$ cat src/design/lsft_pkg.sv
// Shared types, constants and helpers for the learning switch forwarding table.
// No dependencies; the interfaces, the core and the compare unit use this package.
`timescale 1ns / 1ps

package lsft_pkg;

  localparam int PortW    = 4;
  localparam int AddrW    = 16;
  localparam int MaskW    = 16;
  localparam int NumPorts = 16;
  localparam int TableDepthDef = 32;

  typedef logic [PortW-1:0] port_t;
  typedef logic [AddrW-1:0] addr_t;
  typedef logic [MaskW-1:0] mask_t;

  localparam addr_t BcastAddr = '1;

  // Ports that exist; output mask is clipped to MaskW bits.
  localparam mask_t AllPortsMask = (NumPorts >= MaskW) ? '1 :
                                   MaskW'((64'd1 << NumPorts) - 64'd1);

  function automatic mask_t port_bit(port_t p);
    mask_t m;
    m = mask_t'(1) << p;
    return m & AllPortsMask;
  endfunction

  function automatic mask_t flood_mask(port_t ingress);
    mask_t m;
    m = mask_t'(1) << ingress;
    return AllPortsMask & ~m;
  endfunction

endpackage

$ cat src/design/lsft_if.sv
// Channel interfaces: frame header words in, forwarding result words out.
// Depends on lsft_pkg for payload types.
`timescale 1ns / 1ps

interface lsft_in_if;
  logic            valid;
  logic            ready;
  lsft_pkg::port_t ingress_port;
  lsft_pkg::addr_t dest_address;
  lsft_pkg::addr_t src_address;

  modport source (output valid, output ingress_port, output dest_address,
                  output src_address, input ready);
  modport sink   (input valid, input ingress_port, input dest_address,
                  input src_address, output ready);
endinterface

interface lsft_out_if;
  logic            valid;
  logic            ready;
  lsft_pkg::mask_t forward_mask;
  logic            learn_dropped;

  modport source (output valid, output forward_mask, output learn_dropped,
                  input ready);
  modport sink   (input valid, input forward_mask, input learn_dropped,
                  output ready);
endinterface

$ cat src/design/learning_switch_forward_table_core.sv
// Top level of the learning switch forwarding table: sequencer, table RAM,
// compare unit. Depends on lsft_pkg, lsft_if, lsft_ram, lsft_match.
`timescale 1ns / 1ps

//  channel    dir  word                                         handshake
//  frame_i    in   ingress_port, dest_address, src_address       valid/ready
//  result_o   out  forward_mask, learn_dropped                   valid/ready
//
//  A broadcast word skips the table scan and learning. Any other word scans
//  the N learned entries (N at most TableDepth): the table RAM's single read
//  port hands one entry per cycle to the compare unit, and the last read data
//  is compared before the table is updated.
//  Reset clears the fill count, not the entries; learning writes the lowest
//  free slot and never removes, so the occupied slots are always 0..N-1.
//  One result register sits at the output: a finished word waits there
//  while the next frame header is taken in.

module learning_switch_forward_table_core #(
  parameter int TableDepth = lsft_pkg::TableDepthDef
) (
  input  logic clk_i,
  input  logic rst_ni,
  lsft_in_if.sink    frame_i,
  lsft_out_if.source result_o
);
  import lsft_pkg::*;

  localparam int IdxW = $clog2(TableDepth);
  localparam int CntW = $clog2(TableDepth + 1);
  localparam int EntW = AddrW + PortW;

  typedef enum logic [1:0] {
    ST_IDLE,
    ST_SCAN,
    ST_UPDATE,
    ST_DONE
  } state_e;

  state_e          state_q, state_d;
  port_t           ingress_q, ingress_d;
  addr_t           dest_q, dest_d;
  addr_t           src_q, src_d;
  logic [CntW-1:0] ctr_q, ctr_d;       // next entry to read
  logic [CntW-1:0] count_q, count_d;   // entries learned so far
  logic            pend_q, pend_d;     // read data arrives this cycle
  logic [IdxW-1:0] pidx_q, pidx_d;
  mask_t           mask_q, mask_d;
  logic            drop_q, drop_d;
  logic            out_valid_q, out_valid_d;
  mask_t           out_mask_q, out_mask_d;
  logic            out_drop_q, out_drop_d;

  logic            ram_we, ram_re;
  logic [IdxW-1:0] ram_waddr;
  logic [EntW-1:0] ram_rdata;
  logic            match_clear;
  logic            src_hit, dest_hit;
  logic [IdxW-1:0] src_idx;
  port_t           hit_port;
  logic            table_full, self_hit;

  lsft_ram #(
    .Width (EntW),
    .Depth (TableDepth)
  ) u_table (
    .clk_i   (clk_i),
    .we_i    (ram_we),
    .waddr_i (ram_waddr),
    .wdata_i ({src_q, ingress_q}),
    .re_i    (ram_re),
    .raddr_i (ctr_q[IdxW-1:0]),
    .rdata_o (ram_rdata)
  );

  lsft_match #(
    .TableDepth (TableDepth)
  ) u_match (
    .clk_i        (clk_i),
    .rst_ni       (rst_ni),
    .clear_i      (match_clear),
    .valid_i      (pend_q),
    .idx_i        (pidx_q),
    .entry_addr_i (ram_rdata[EntW-1:PortW]),
    .entry_port_i (ram_rdata[PortW-1:0]),
    .src_i        (src_q),
    .dest_i       (dest_q),
    .src_hit_o    (src_hit),
    .src_idx_o    (src_idx),
    .dest_hit_o   (dest_hit),
    .hit_port_o   (hit_port)
  );

  assign frame_i.ready          = (state_q == ST_IDLE);
  assign result_o.valid         = out_valid_q;
  assign result_o.forward_mask  = out_mask_q;
  assign result_o.learn_dropped = out_drop_q;

  assign table_full = (count_q == CntW'(TableDepth));
  // Learning runs before lookup: dest == src hits the just-learned entry
  // unless the source could not be stored.
  assign self_hit   = (dest_q == src_q) && (src_hit || !table_full);

  always_comb begin
    state_d     = state_q;
    ingress_d   = ingress_q;
    dest_d      = dest_q;
    src_d       = src_q;
    ctr_d       = ctr_q;
    count_d     = count_q;
    pend_d      = pend_q;
    pidx_d      = pidx_q;
    mask_d      = mask_q;
    drop_d      = drop_q;
    out_valid_d = out_valid_q;
    out_mask_d  = out_mask_q;
    out_drop_d  = out_drop_q;
    ram_we      = 1'b0;
    ram_re      = 1'b0;
    ram_waddr   = count_q[IdxW-1:0];
    match_clear = 1'b0;

    if (out_valid_q && result_o.ready) begin
      out_valid_d = 1'b0;
    end

    unique case (state_q)
      ST_IDLE: begin
        if (frame_i.valid) begin
          ingress_d = frame_i.ingress_port;
          dest_d    = frame_i.dest_address;
          src_d     = frame_i.src_address;
          if (frame_i.dest_address == BcastAddr) begin
            // Broadcast: flood, no learning.
            mask_d  = flood_mask(frame_i.ingress_port);
            drop_d  = 1'b0;
            state_d = ST_DONE;
          end else begin
            ctr_d       = '0;
            pend_d      = 1'b0;
            match_clear = 1'b1;
            state_d     = ST_SCAN;
          end
        end
      end
      ST_SCAN: begin
        if (ctr_q < count_q) begin
          ram_re = 1'b1;
          ctr_d  = ctr_q + CntW'(1);
          pend_d = 1'b1;
          pidx_d = ctr_q[IdxW-1:0];
        end else begin
          pend_d = 1'b0;
          if (!pend_q) begin
            state_d = ST_UPDATE;
          end
        end
      end
      ST_UPDATE: begin
        drop_d = 1'b0;
        if (src_hit) begin
          ram_we    = 1'b1;
          ram_waddr = src_idx;
        end else if (!table_full) begin
          ram_we  = 1'b1;
          count_d = count_q + CntW'(1);
        end else begin
          drop_d = 1'b1;
        end
        if (self_hit) begin
          mask_d = port_bit(ingress_q);
        end else if (dest_hit) begin
          mask_d = port_bit(hit_port);
        end else begin
          mask_d = flood_mask(ingress_q);
        end
        state_d = ST_DONE;
      end
      ST_DONE: begin
        if (!out_valid_q || result_o.ready) begin
          out_valid_d = 1'b1;
          out_mask_d  = mask_q;
          out_drop_d  = drop_q;
          state_d     = ST_IDLE;
        end
      end
      default: state_d = ST_IDLE;
    endcase
  end

  always_ff @(posedge clk_i or negedge rst_ni) begin
    if (!rst_ni) begin
      state_q     <= ST_IDLE;
      ctr_q       <= '0;
      count_q     <= '0;
      pend_q      <= 1'b0;
      out_valid_q <= 1'b0;
    end else begin
      state_q     <= state_d;
      ctr_q       <= ctr_d;
      count_q     <= count_d;
      pend_q      <= pend_d;
      out_valid_q <= out_valid_d;
    end
  end

  always_ff @(posedge clk_i) begin
    ingress_q  <= ingress_d;
    dest_q     <= dest_d;
    src_q      <= src_d;
    pidx_q     <= pidx_d;
    mask_q     <= mask_d;
    drop_q     <= drop_d;
    out_mask_q <= out_mask_d;
    out_drop_q <= out_drop_d;
  end

endmodule

$ cat src/design/lsft_ram.sv
// Generic single-write, single-read RAM with registered read data.
// No dependencies.
`timescale 1ns / 1ps

module lsft_ram #(
  parameter int Width = 8,
  parameter int Depth = 32
) (
  input  logic                     clk_i,
  input  logic                     we_i,
  input  logic [$clog2(Depth)-1:0] waddr_i,
  input  logic [Width-1:0]         wdata_i,
  input  logic                     re_i,
  input  logic [$clog2(Depth)-1:0] raddr_i,
  output logic [Width-1:0]         rdata_o
);

  logic [Width-1:0] mem_q [Depth];
  logic [Width-1:0] rdata_q;

  always_ff @(posedge clk_i) begin
    if (we_i) begin
      mem_q[waddr_i] <= wdata_i;
    end
    if (re_i) begin
      rdata_q <= mem_q[raddr_i];
    end
  end

  assign rdata_o = rdata_q;

endmodule

$ cat src/design/lsft_match.sv
// Shared compare unit: checks one table entry per cycle against the source
// and destination keys and keeps the hit index / port. Depends on lsft_pkg.
`timescale 1ns / 1ps

module lsft_match #(
  parameter int TableDepth = lsft_pkg::TableDepthDef
) (
  input  logic                          clk_i,
  input  logic                          rst_ni,
  input  logic                          clear_i,
  input  logic                          valid_i,
  input  logic [$clog2(TableDepth)-1:0] idx_i,
  input  lsft_pkg::addr_t               entry_addr_i,
  input  lsft_pkg::port_t               entry_port_i,
  input  lsft_pkg::addr_t               src_i,
  input  lsft_pkg::addr_t               dest_i,
  output logic                          src_hit_o,
  output logic [$clog2(TableDepth)-1:0] src_idx_o,
  output logic                          dest_hit_o,
  output lsft_pkg::port_t               hit_port_o
);
  import lsft_pkg::*;

  localparam int IdxW = $clog2(TableDepth);

  logic            src_hit_q, dest_hit_q;
  logic [IdxW-1:0] src_idx_q;
  port_t           hit_port_q;
  logic            src_eq, dest_eq;

  assign src_eq  = valid_i && (entry_addr_i == src_i);
  assign dest_eq = valid_i && (entry_addr_i == dest_i);

  // Stored addresses are unique, so at most one entry matches each key.
  always_ff @(posedge clk_i or negedge rst_ni) begin
    if (!rst_ni) begin
      src_hit_q  <= 1'b0;
      dest_hit_q <= 1'b0;
    end else if (clear_i) begin
      src_hit_q  <= 1'b0;
      dest_hit_q <= 1'b0;
    end else begin
      if (src_eq)  src_hit_q  <= 1'b1;
      if (dest_eq) dest_hit_q <= 1'b1;
    end
  end

  always_ff @(posedge clk_i) begin
    if (src_eq)  src_idx_q  <= idx_i;
    if (dest_eq) hit_port_q <= entry_port_i;
  end

  assign src_hit_o  = src_hit_q;
  assign src_idx_o  = src_idx_q;
  assign dest_hit_o = dest_hit_q;
  assign hit_port_o = hit_port_q;

endmodule
$ cat src/flat_wrapper.sv
// flat-port wrapper written by rule: the top's interface ports become plain ports
module learning_switch_forward_table_core_flat import lsft_pkg::*;
#(
  parameter int TableDepth = lsft_pkg::TableDepthDef
)
  (clk_i, rst_ni, frame_i_valid, frame_i_ingress_port, frame_i_dest_address, frame_i_src_address, frame_i_ready, result_o_valid, result_o_forward_mask, result_o_learn_dropped, result_o_ready);
  lsft_in_if frame_i_i ();
  lsft_out_if result_o_i ();
  input  logic clk_i;
  input  logic rst_ni;
  input wire logic [$bits(frame_i_i.valid)-1:0] frame_i_valid;
  input wire logic [$bits(frame_i_i.ingress_port)-1:0] frame_i_ingress_port;
  input wire logic [$bits(frame_i_i.dest_address)-1:0] frame_i_dest_address;
  input wire logic [$bits(frame_i_i.src_address)-1:0] frame_i_src_address;
  output wire logic [$bits(frame_i_i.ready)-1:0] frame_i_ready;
  output wire logic [$bits(result_o_i.valid)-1:0] result_o_valid;
  output wire logic [$bits(result_o_i.forward_mask)-1:0] result_o_forward_mask;
  output wire logic [$bits(result_o_i.learn_dropped)-1:0] result_o_learn_dropped;
  input wire logic [$bits(result_o_i.ready)-1:0] result_o_ready;
  assign frame_i_i.valid = frame_i_valid;
  assign frame_i_i.ingress_port = frame_i_ingress_port;
  assign frame_i_i.dest_address = frame_i_dest_address;
  assign frame_i_i.src_address = frame_i_src_address;
  assign frame_i_ready = frame_i_i.ready;
  assign result_o_valid = result_o_i.valid;
  assign result_o_forward_mask = result_o_i.forward_mask;
  assign result_o_learn_dropped = result_o_i.learn_dropped;
  assign result_o_i.ready = result_o_ready;
  learning_switch_forward_table_core #(.TableDepth(TableDepth)) u_core (.clk_i(clk_i), .rst_ni(rst_ni), .frame_i(frame_i_i), .result_o(result_o_i));
endmodule
$ cat config.mk
export PLATFORM = sky130hd
export DESIGN_NAME = learning_switch_forward_table_core_flat
export DESIGN_NICKNAME = d
export VERILOG_FILES = /design/src/design/lsft_pkg.sv /design/src/design/lsft_if.sv /design/src/design/learning_switch_forward_table_core.sv /design/src/design/lsft_ram.sv /design/src/design/lsft_match.sv /design/src/flat_wrapper.sv
export SDC_FILE = /design/constraint.sdc
export NUM_CORES = 1
export LEC_CHECK = 0
export BUFFER_PORTS_ARGS = -buffer_cell sky130_fd_sc_hd__buf_2
export CORE_ASPECT_RATIO = 1.75
export CORE_MARGIN = 1
export CORE_UTILIZATION = 40
export DETAILED_ROUTE_END_ITERATION = 7
export PLACE_DENSITY_LB_ADDON = 0.2
export SYNTH_ARGS = -nofsm -noshare
export SYNTH_HDL_FRONTEND = slang
export SYNTH_SLANG_ARGS = --single-unit
$ cat constraint.sdc
create_clock -name clk_i -period 3.1 [get_ports clk_i]
set_clock_uncertainty 0.2 [all_clocks]
set_input_delay 0.465 -clock clk_i [delete_from_list [all_inputs] [get_ports clk_i]]
set_output_delay 0.465 -clock clk_i [all_outputs]
set_load 0.01 [all_outputs]
# Word level (Yosys, flattened, before mapping)
# Memories as Yosys holds them, arrays and structs flattened. A register that Yosys moved wholly into a read port is not among the register bits.
# Index checks and enable logic that the tools add are counted.
[op_classes]
shifts = 3
n_eq_ne = 15
bitwise_logic = 4
n_reduce_logical = 21
n_lt_le_gt_ge = 1
addsub = 2
mux = 42
[ops]
columns = ["op", "count"]
rows = [
  ["two-way mux 16 bit", 4],
  ["== test 16 bit", 3],
  ["left shift 1 x 4 -> 16 bit, first input constant", 3],
  ["NOT 16 bit", 2],
  ["one-hot mux 16 bit (2 select lines)", 1],
  ["two-way mux 1 bit", 23],
  ["two-way mux 6 bit", 3],
  ["== test 16 bit, second input constant", 1],
  ["adder 6 x 1 -> 6 bit, second input constant", 2],
  ["one-hot mux 6 bit (2 select lines)", 1],
  ["two-way mux 2 bit", 5],
  ["two-way mux 5 bit", 2],
  ["AND reduction 3 bit", 3],
  ["!= test 2 bit, second input constant", 4],
  ["one-hot mux 2 bit (4 select lines)", 1],
  ["AND reduction 4 bit", 2],
  ["nonzero test 2 bit", 4],
  ["== test 6 bit, second input constant", 1],
  ["< comparator 6 bit", 1],
  ["!= test 2 x 1 -> 1 bit, second input constant", 3],
  ["AND reduction 2 bit", 3],
  ["== test 2 bit, second input constant", 2],
  ["logical AND 1 bit", 4],
  ["one-hot mux 1 bit (2 select lines)", 2],
  ["5 further kinds", 8],
]
[totals]
inputBits = 40
wordCells = 106
ramBits = 640
out_inout_bits = 19
ff_bits = 102
memories = 1
[memory_table]
columns = ["memory", "words", "word_bits", "read_ports", "rd_clocked_by_memory_dff", "wr", "line", "text"]
rows = [
  ["u_core.u_table.mem_q", 32, 20, 1, 1, 1, "lsft_ram.sv:18", "logic [Width-1:0] mem_q [Depth];"],
]

# Logic depth before layout (Yosys ltp)
# Gate-level depths: netlist (run 1).
[depth]
depth_word = 6
depth_mapped = 9

# Modules after synthesis
# Synthesis (run 1) repeated with hierarchy kept, for this count alone.
[hier_totals]
hier_cells = 1877
area_unflattened_um2 = 31256.2
[modules_own_cells]
columns = ["module", "cells_per_inst", "n_inst", "area_per_inst_um2"]
rows = [
  ["lsft_ram", 1414, 1, 25753.4],
  ["learning_switch_forward_table_core", 390, 1, 4707.0],
  ["lsft_match", 73, 1, 795.8],
]

# Least setup slack after synthesis (run 1)
# OpenSTA, ideal clock, no wires.
[synth_timing]
kind = "reg2reg"
from = "reg u_core.count_q[2]"
to = "reg u_core.pidx_q[0] (enable)"
required_ns = 2.492
arrival_time_ns = 2.634
setup_time_ns = 0.408
path_buffers = 2
slack_ns = -0.142
stages_incl_launch_ff = 9
synth_period_minus_slack_ns = 3.242
path_cell_list = "dfrtp_1 clkbuf_1 inv_1 ha_1 a21o_1 a31oi_1 o21ai_0 clkbuf_1 nor2_1"
[synth_between]
elab_chain_cells = 2
[synth_lines]
columns = ["element", "line", "text"]
rows = [
  ["start, declared", "learning_switch_forward_table_core.sv:44", "logic [CntW-1:0] count_q, count_d;"],
  ["start signal, assigned", "learning_switch_forward_table_core.sv:200", "count_q <= count_d;"],
  ["< comparator 6 bit", "learning_switch_forward_table_core.sv:146", "if (ctr_q < count_q) begin"],
  ["AND reduction 2 bit (no source line)", "-", ""],
  ["end signal, assigned", "learning_switch_forward_table_core.sv:210", "pidx_q <= pidx_d;"],
  ["end, declared", "learning_switch_forward_table_core.sv:46", "logic [IdxW-1:0] pidx_q, pidx_d;"],
]
# No other way between the ends.
# A chain may end at the register's enable or synchronous reset.

# Worst setup path in the final report (run 1)
[layout_timing]
from = "reg u_core.ctr_q[0]"
to = "reg u_core.u_table.rdata_q[5], in the netlist u_core.u_table.rdata_o[5], read port of u_core.u_table.mem_q, data pin"
[layout_between]
elab_chain_cells = 3
[layout_lines]
columns = ["element", "line", "text"]
rows = [
  ["start, declared", "learning_switch_forward_table_core.sv:43", "logic [CntW-1:0] ctr_q, ctr_d;"],
  ["start signal, assigned", "learning_switch_forward_table_core.sv:199", "ctr_q <= ctr_d;"],
  ["< comparator 6 bit", "learning_switch_forward_table_core.sv:146", ""],
  ["two-way mux 1 bit", "learning_switch_forward_table_core.sv:146", ""],
  ["two-way mux 1 bit", "learning_switch_forward_table_core.sv:126", "unique case (state_q)"],
  ["end, declared", "lsft_ram.sv:19", "logic [Width-1:0] rdata_q;"],
]
# Several ways; a longest one is shown, not always the timed one.

==> results of run 1 <==
==> cell usage after synthesis (18+ instances only) <==
| master | n | area, µm² |
|---|---|---|
| clkbuf_1 | 40 | 150 |
| nand2_1 | 51 | 191 |
| dfrtp_1 | 18 | 450 |
| nor2_1 | 65 | 244 |
| edfxtp_1 | 744 | 22300 |
| o21ai_0 | 19 | 95.1 |
| mux2_2 | 22 | 248 |
| nand4_1 | 19 | 119 |
| mux4_2 | 200 | 4500 |
| nand3_1 | 27 | 135 |
| xnor2_1 | 45 | 394 |
==> logic make-up after synthesis <==
kind of cell	Yosys count	share of synthesized area [%]
buffers and inverters	89	1.30
DFF	762	75.2
AOI/OAI and AO/OA	52	1.16
and+or+nand+nor	244	4.31
muxes	232	16.0
xor gates and xnor gates	53	1.53
adders and majority gates	12	0.495
==> where the power goes <==
part / switching, µW / leakage (µW) / internal, µW / total, µW
Sequential: 615 / 0.00693 / 12600 / 13200
Clock: 3800 / 0.00104 / 4500 / 8300
Combinational: 3420 / 0.00296 / 2830 / 6260
==> layer usage <==
layer  GRT usage [%]  vias up  wire (µm)
met5               0        -          0
met4            6.78        0       2020
met3            2.61       96       2900
met2            37.2      377      41900
met1            24.4     8100      29100
li1                -     6385          -
==> through the flow <==
| step | utilization (%) | std cells | power [µW] | worst slack [ns] | instance area (µm²) |
|---|---|---|---|---|---|
| floorplan | - | 1444 | 17100 | 0.138 | 30300 |
| CTS | 47.2 | 2704 | 28000 | 0.0915 | 35400 |
| global placement | 43.9 | 2544 | 19600 | 0.120 | 32900 |
| global route | 47.2 | 2704 | 28700 | 0.0593 | 35400 |
| finish | 47.2 | 2704 | 27700 | 0.149 | 35400 |
| detailed placement | 43.9 | 2544 | 19700 | 0.110 | 32900 |
==> worst max-delay path: cells and delay by family, from the launching register on <==
kind	cells	cell delay (ns)
mux	3	1.40
flops	1	0.57
buf+inv	2	0.47
==> layout make-up <==
| class | instances | share of cell area, % |
|---|---|---|
| clock buffer | 89 | 5.32 |
| tap | 1012 | 3.57 |
| inverter | 14 | 0.148 |
| timing repair buffer | 201 | 5.53 |
| sequential | 762 | 64.4 |
| multi-input combinational | 593 | 20.4 |
| clock inverter | 33 | 0.703 |
==> state kept, by name (all words and copies together) (netlist names), 5 cells and up <==
register                      cells
u_core.u_match.src_idx_o          5
u_core.count_q                    6
u_core.ctr_q                      6
u_core.u_table.rdata_o           20
u_core.pidx_q                     5
u_core.src_q                     16
u_core.mask_q                    16
u_core.dest_q                    16
u_core.result_o.forward_mask     16
u_core.u_table.mem_q            640
==> what timing repair did <==
action                    in CTS  in global routing
hold buffers                  38                  0
hold endpoints to repair      55                  0
buffers inserted               0                  0
==> worst min path at each step <==
stage                                            to        startpoint  cells past startpoint
floorplan                         u_core.count_q[0]            rst_ni                      0
global placement    u_core.result_o.forward_mask[3]  u_core.mask_q[3]                      0
detailed placement      u_core.u_match.src_idx_o[1]  u_core.pidx_q[1]                      0
CTS                           u_core.result_o.valid            rst_ni                      2
global route                        u_core.ctr_q[2]            rst_ni                      2
finish                              u_core.ctr_q[0]            rst_ni                      2
==> impl_metrics.toml, run 1 <==
[status]
status = "complete, no violations"

[global_route]
grt_max_degree = 47
first_global_vias = 15702
grt_pass1_wl_um = 110000
antenna_found_initial = 0
grt_usage_pct = 20.3
grt_overflow = 0

[critical_path]
path_class = "reg2reg"
crit_path_end_kind = "flop"
path_cells = "buf_12 -> buf_12 -> mux4_2 -> mux4_2 -> mux2_2"
cpPeakStageDelay_ns = 0.60
slowest_stage = "mux4_2"
required_ns = 3.29
startpoint_type = "flop"
cp-startpoint = "u_core.ctr_q[0]"
reg2reg_to = "u_core.u_table.rdata_o[5]"
ff2ff_path_depth = 5
r2r_start = "u_core.ctr_q[0]"
crit_end = "u_core.u_table.rdata_o[5]"
rrSetupSlack_ns = 0.15
crit_path_max_fanout = 29
cp.arrival_ns = 3.14

[die]
io_pins = 59
dieWidth_um = 210
die-area_um2 = 76900
start_util_pct = 40.4
rows = 133
fp.dieH_um = 366
core-area_um2 = 75100

[clock_tree]
cts_made_buffers = 69
clkTransAtPathRegs_ns = 0.07
clock_path_buffers = 3
insertion_delay_ns = 0.64
cts_root_buf = "clkbuf_16"
cts_tree = "built"
htreeDepth = 3
cts.repair.resized = 0
cts_sinks = 762

[layout]
layout.nets = 1693
layout_common_cells = "744 x edfxtp_1, 200 x mux4_2, 72 x clkbuf_16, 65 x buf_4, 58 x buf_2"
layout_commonest_cell = "edfxtp_1"
multiInputGateArea_um2 = 7220
fillCellCount = 6161
n_antenna_cell = 0
seq_area_um2 = 22800
drive_gt1_share_pct = 31.0
areaGrowthSynthToFinish_pct = 16.9

[logic_synthesis]
synthesis.instances = 1444
yosysSeqAreaShare_pct = 75.2
synth_edf_count = 744
async_flop_share_pct = 2.36
avgSynthCellArea_um2 = 21.0
ys.warnings.count = 0
synth_area_um2 = 30300
synth.net_count = 1496
ys.flop_type = "edfxtp_1"
ys_types = 48
synth_seq_cells = 762

[timing]
setup_violations = 0
timing_worst_slew_pin_value_ns = 1.06
hold_slack_ns = 0.129
slew_headroom_pct = 29.2
final.period_utilization_pct = 95.2
rsz0062_at_grt = "false"
slew_viol_final = 0
finalWorstPathRequiredPeriod_ns = 2.95
hold_viol_final = 0
fmax_mhz = 339
setup_tns_ns = 0

[drt]
vias_per_cell = 5.53
ant_nets = 0
detailedRoute.firstIterationViolations = 1327
wl_per_cell_um = 28.1
wirelength_um = 75900
vias = 14958
drt-pass1-iter-count = 5
route.detailed.drc = 0

[power_and_ir_drop]
p_per_area_nw_per_um2 = 783
irDropWorstVdd_mv = 0.405
power_leakage_uw = 0.0109

[placement]
numPortBuffers = 58
routabilityCongestion = 0.842
dp_hpwl_um = 45600

[run]
drv_cap = 0

[min_path]
worstHoldPathType = "in2async"
No activity file was read; power rests on OpenSTA's default activity.
==> inputs of run 2 (changes only) <==
--- a/config.mk
+++ b/config.mk
@@ -8,7 +8,7 @@
 export BUFFER_PORTS_ARGS = -buffer_cell sky130_fd_sc_hd__buf_2
 export CORE_ASPECT_RATIO = 1.75
 export CORE_MARGIN = 1
-export CORE_UTILIZATION = 40
+export CORE_UTILIZATION = 36
 export DETAILED_ROUTE_END_ITERATION = 7
 export PLACE_DENSITY_LB_ADDON = 0.2
 export SYNTH_ARGS = -nofsm -noshare
==> run 2 against run 1 <==
  * First-iteration DRC count down 3.4%
  * Critical endpoint is now u_core.u_table.rdata_o[3]
  * Sequential share of layout area down 0.43 points
  * Sequential power about the same
  * Final cell count up 1.8%
  * Critical path depth down 1
  * Count of clock-buffer cells in the layout down 11
  * Core utilization down 4.4 points
  * Routed wire length up 5.1%
  * Design area up 0.68%
  * Clock power up 7.3%
  * Worst setup slack better by 0.059 ns
  * Largest cell class unchanged
  * Flip-flop and latch count unchanged
  * Largest power group unchanged
==> impl_metrics.toml, run 2 (same netlist as run 1, synthesis figures left out) <==
[status]
status = "complete, no violations"

[drt]
wl_met1_um = 30700
top_layer = "met4"
wirelength_um = 79700
detailedRoute.firstIterationViolations = 1282
wl_per_cell_um = 29.0
dr_wl_met2_um = 43600
drt-pass1-iter-count = 5
route.detailed.drc = 0
vias_per_cell = 5.42
ant_nets = 0
route.met3.wl_um = 2850
vias = 14917

[critical_path]
r2r_start = "u_core.ctr_q[0]"
crit_family = "multiplexers"
cpPeakStageDelay_ns = 0.64
cp-startpoint = "u_core.ctr_q[0]"
ff2ff_path_depth = 4
path_class = "reg2reg"
cp.arrival_ns = 3.09
crit_end = "u_core.u_table.rdata_o[3]"
cpMostUsedCell = "mux4_2"
required_ns = 3.29
path_cells = "buf_12 -> mux4_2 -> mux4_2 -> mux2_2"
crit_path_max_fanout = 48
reg2reg_to = "u_core.u_table.rdata_o[3]"
startpoint_type = "flop"
path_depth = 4
rrSetupSlack_ns = 0.21
crit_path_end_kind = "flop"
slowest_stage = "mux4_2"
path_buf_inv = 1

[clock_tree]
htreeDepth = 3
cts_setup_buffers = 0
cts_sinks = 762
insertion_delay_ns = 0.65
clock_path_buffers = 3
cts_hold_buf = 38
clkTransAtPathRegs_ns = 0.07
cts.repair.resized = 0
cts_made_buffers = 69
cts_tree = "built"
cts_root_buf = "clkbuf_16"

[die]
rows = 140
fp.dieH_um = 386
io_pins = 59
core-area_um2 = 83400
start_util_pct = 36.4
die-area_um2 = 85400
dieWidth_um = 221

[global_route]
grt_max_degree = 49
first_global_vias = 15830
antenna_found_initial = 0
grt_usage_pct = 19.1
grt_pass1_wl_um = 115000
grt_overflow = 0

[layout]
drive_gt1_share_pct = 30.9
largest_register_ffs = 640
multiInputGateArea_um2 = 7210
fillCellCount = 7208
layout.nets = 1687
n_antenna_cell = 0
layout_common_cells = "744 x edfxtp_1, 200 x mux4_2, 72 x clkbuf_16, 58 x buf_2, 56 x buf_4"
layout_commonest_cell = "edfxtp_1"
largest-register = "u_core.u_table.mem_q"
areaGrowthSynthToFinish_pct = 17.7
seq_area_um2 = 22800
stdcell_area_um2 = 35700

[timing]
timing_worst_slew_pin_value_ns = 1.14
hold_slack_ns = 0.127
setup_tns_ns = 0
finalWorstPathRequiredPeriod_ns = 2.89
rsz0062_at_grt = "false"
hold_viol_final = 0
final.period_utilization_pct = 93.3
fmax_mhz = 346
setup_violations = 0
slew_headroom_pct = 24.2
slew_viol_final = 0

[power_and_ir_drop]
irDropWorstVdd_mv = 0.444
p_clk_share_pct = 31.4
switching_share_pct = 28.0
p_per_area_nw_per_um2 = 794
combPwrFrac_pct = 22.1
power_leakage_uw = 0.0110
power_switching_uw = 7920
intPower_uw = 20400
seq_power_share_pct = 46.4

[run]
drv_cap = 0

[placement]
dpl_cell_area_um2 = 33000
numPortBuffers = 58
routabilityCongestion = 0.827
dp_hpwl_um = 46700

[min_path]
worstHoldPathType = "in2async"
[run 2: per-stage QoR]
step | util (%) | instances | setup slack, ns | total power (µW)
after global routing | 42.8 | 2753 | 0.129 | 29400
after floorplan | - | 1444 | 0.138 | 17100
after detailed placement | 39.5 | 2591 | 0.163 | 19700
final | 42.8 | 2753 | 0.208 | 28300
after global placement | 39.5 | 2591 | 0.190 | 19700
after CTS | 42.8 | 2753 | 0.160 | 28700
[run 2: power groups by stage]
| stage | logic, µW | clock network [µW] | registers [µW] |
|---|---|---|---|
| finish | 6270 | 8910 | 13200 |
| global route | 6690 | 9480 | 13200 |
| CTS | 6410 | 9160 | 13200 |
| detailed placement | 6360 | 0 | 13400 |
| global placement | 6290 | 0 | 13400 |
| floorplan | 3850 | 0 | 13300 |
[run 2: metal layers]
metal / global-route usage [%] / vias to the layer above
met2: 35.4 / 369
met1: 22.0 / 8079
met5: 0 / -
met4: 7.47 / 0
met3: 2.72 / 88
li1: - / 6381
[run 2: how the worst min path moves through the flow]
| stage | start | to | slack, ns | depth (start not counted) |
|---|---|---|---|---|
| after floorplan | rst_ni | u_core.count_q[0] | -0.03 | 0 |
| after CTS | rst_ni | u_core.ctr_q[5] | 0.11 | 2 |
| after global placement | u_core.mask_q[10] | u_core.result_o.forward_mask[10] | 0.20 | 0 |
| after detailed placement | u_core.mask_q[3] | u_core.result_o.forward_mask[3] | 0.21 | 0 |
| final | rst_ni | u_core.ctr_q[5] | 0.13 | 2 |
| after global routing | rst_ni | u_core.ctr_q[5] | 0.15 | 2 |
[run 2: worst register-to-register path: stages (launching register included)]
cell	delay [ns]
dfrtp_4	0.50
buf_12	0.34
mux4_2	0.66
mux4_2	0.64
mux2_2	0.32
[run 2: area by class of cell]
type	instances	area share (%)
Tap cell	1065	3.74
Clock buffer	78	5.11
Sequential cell	762	63.9
Inverter	14	0.147
Multi-Input combinational cell	593	20.2
Timing Repair Buffer	195	5.47
Clock inverter	46	1.40
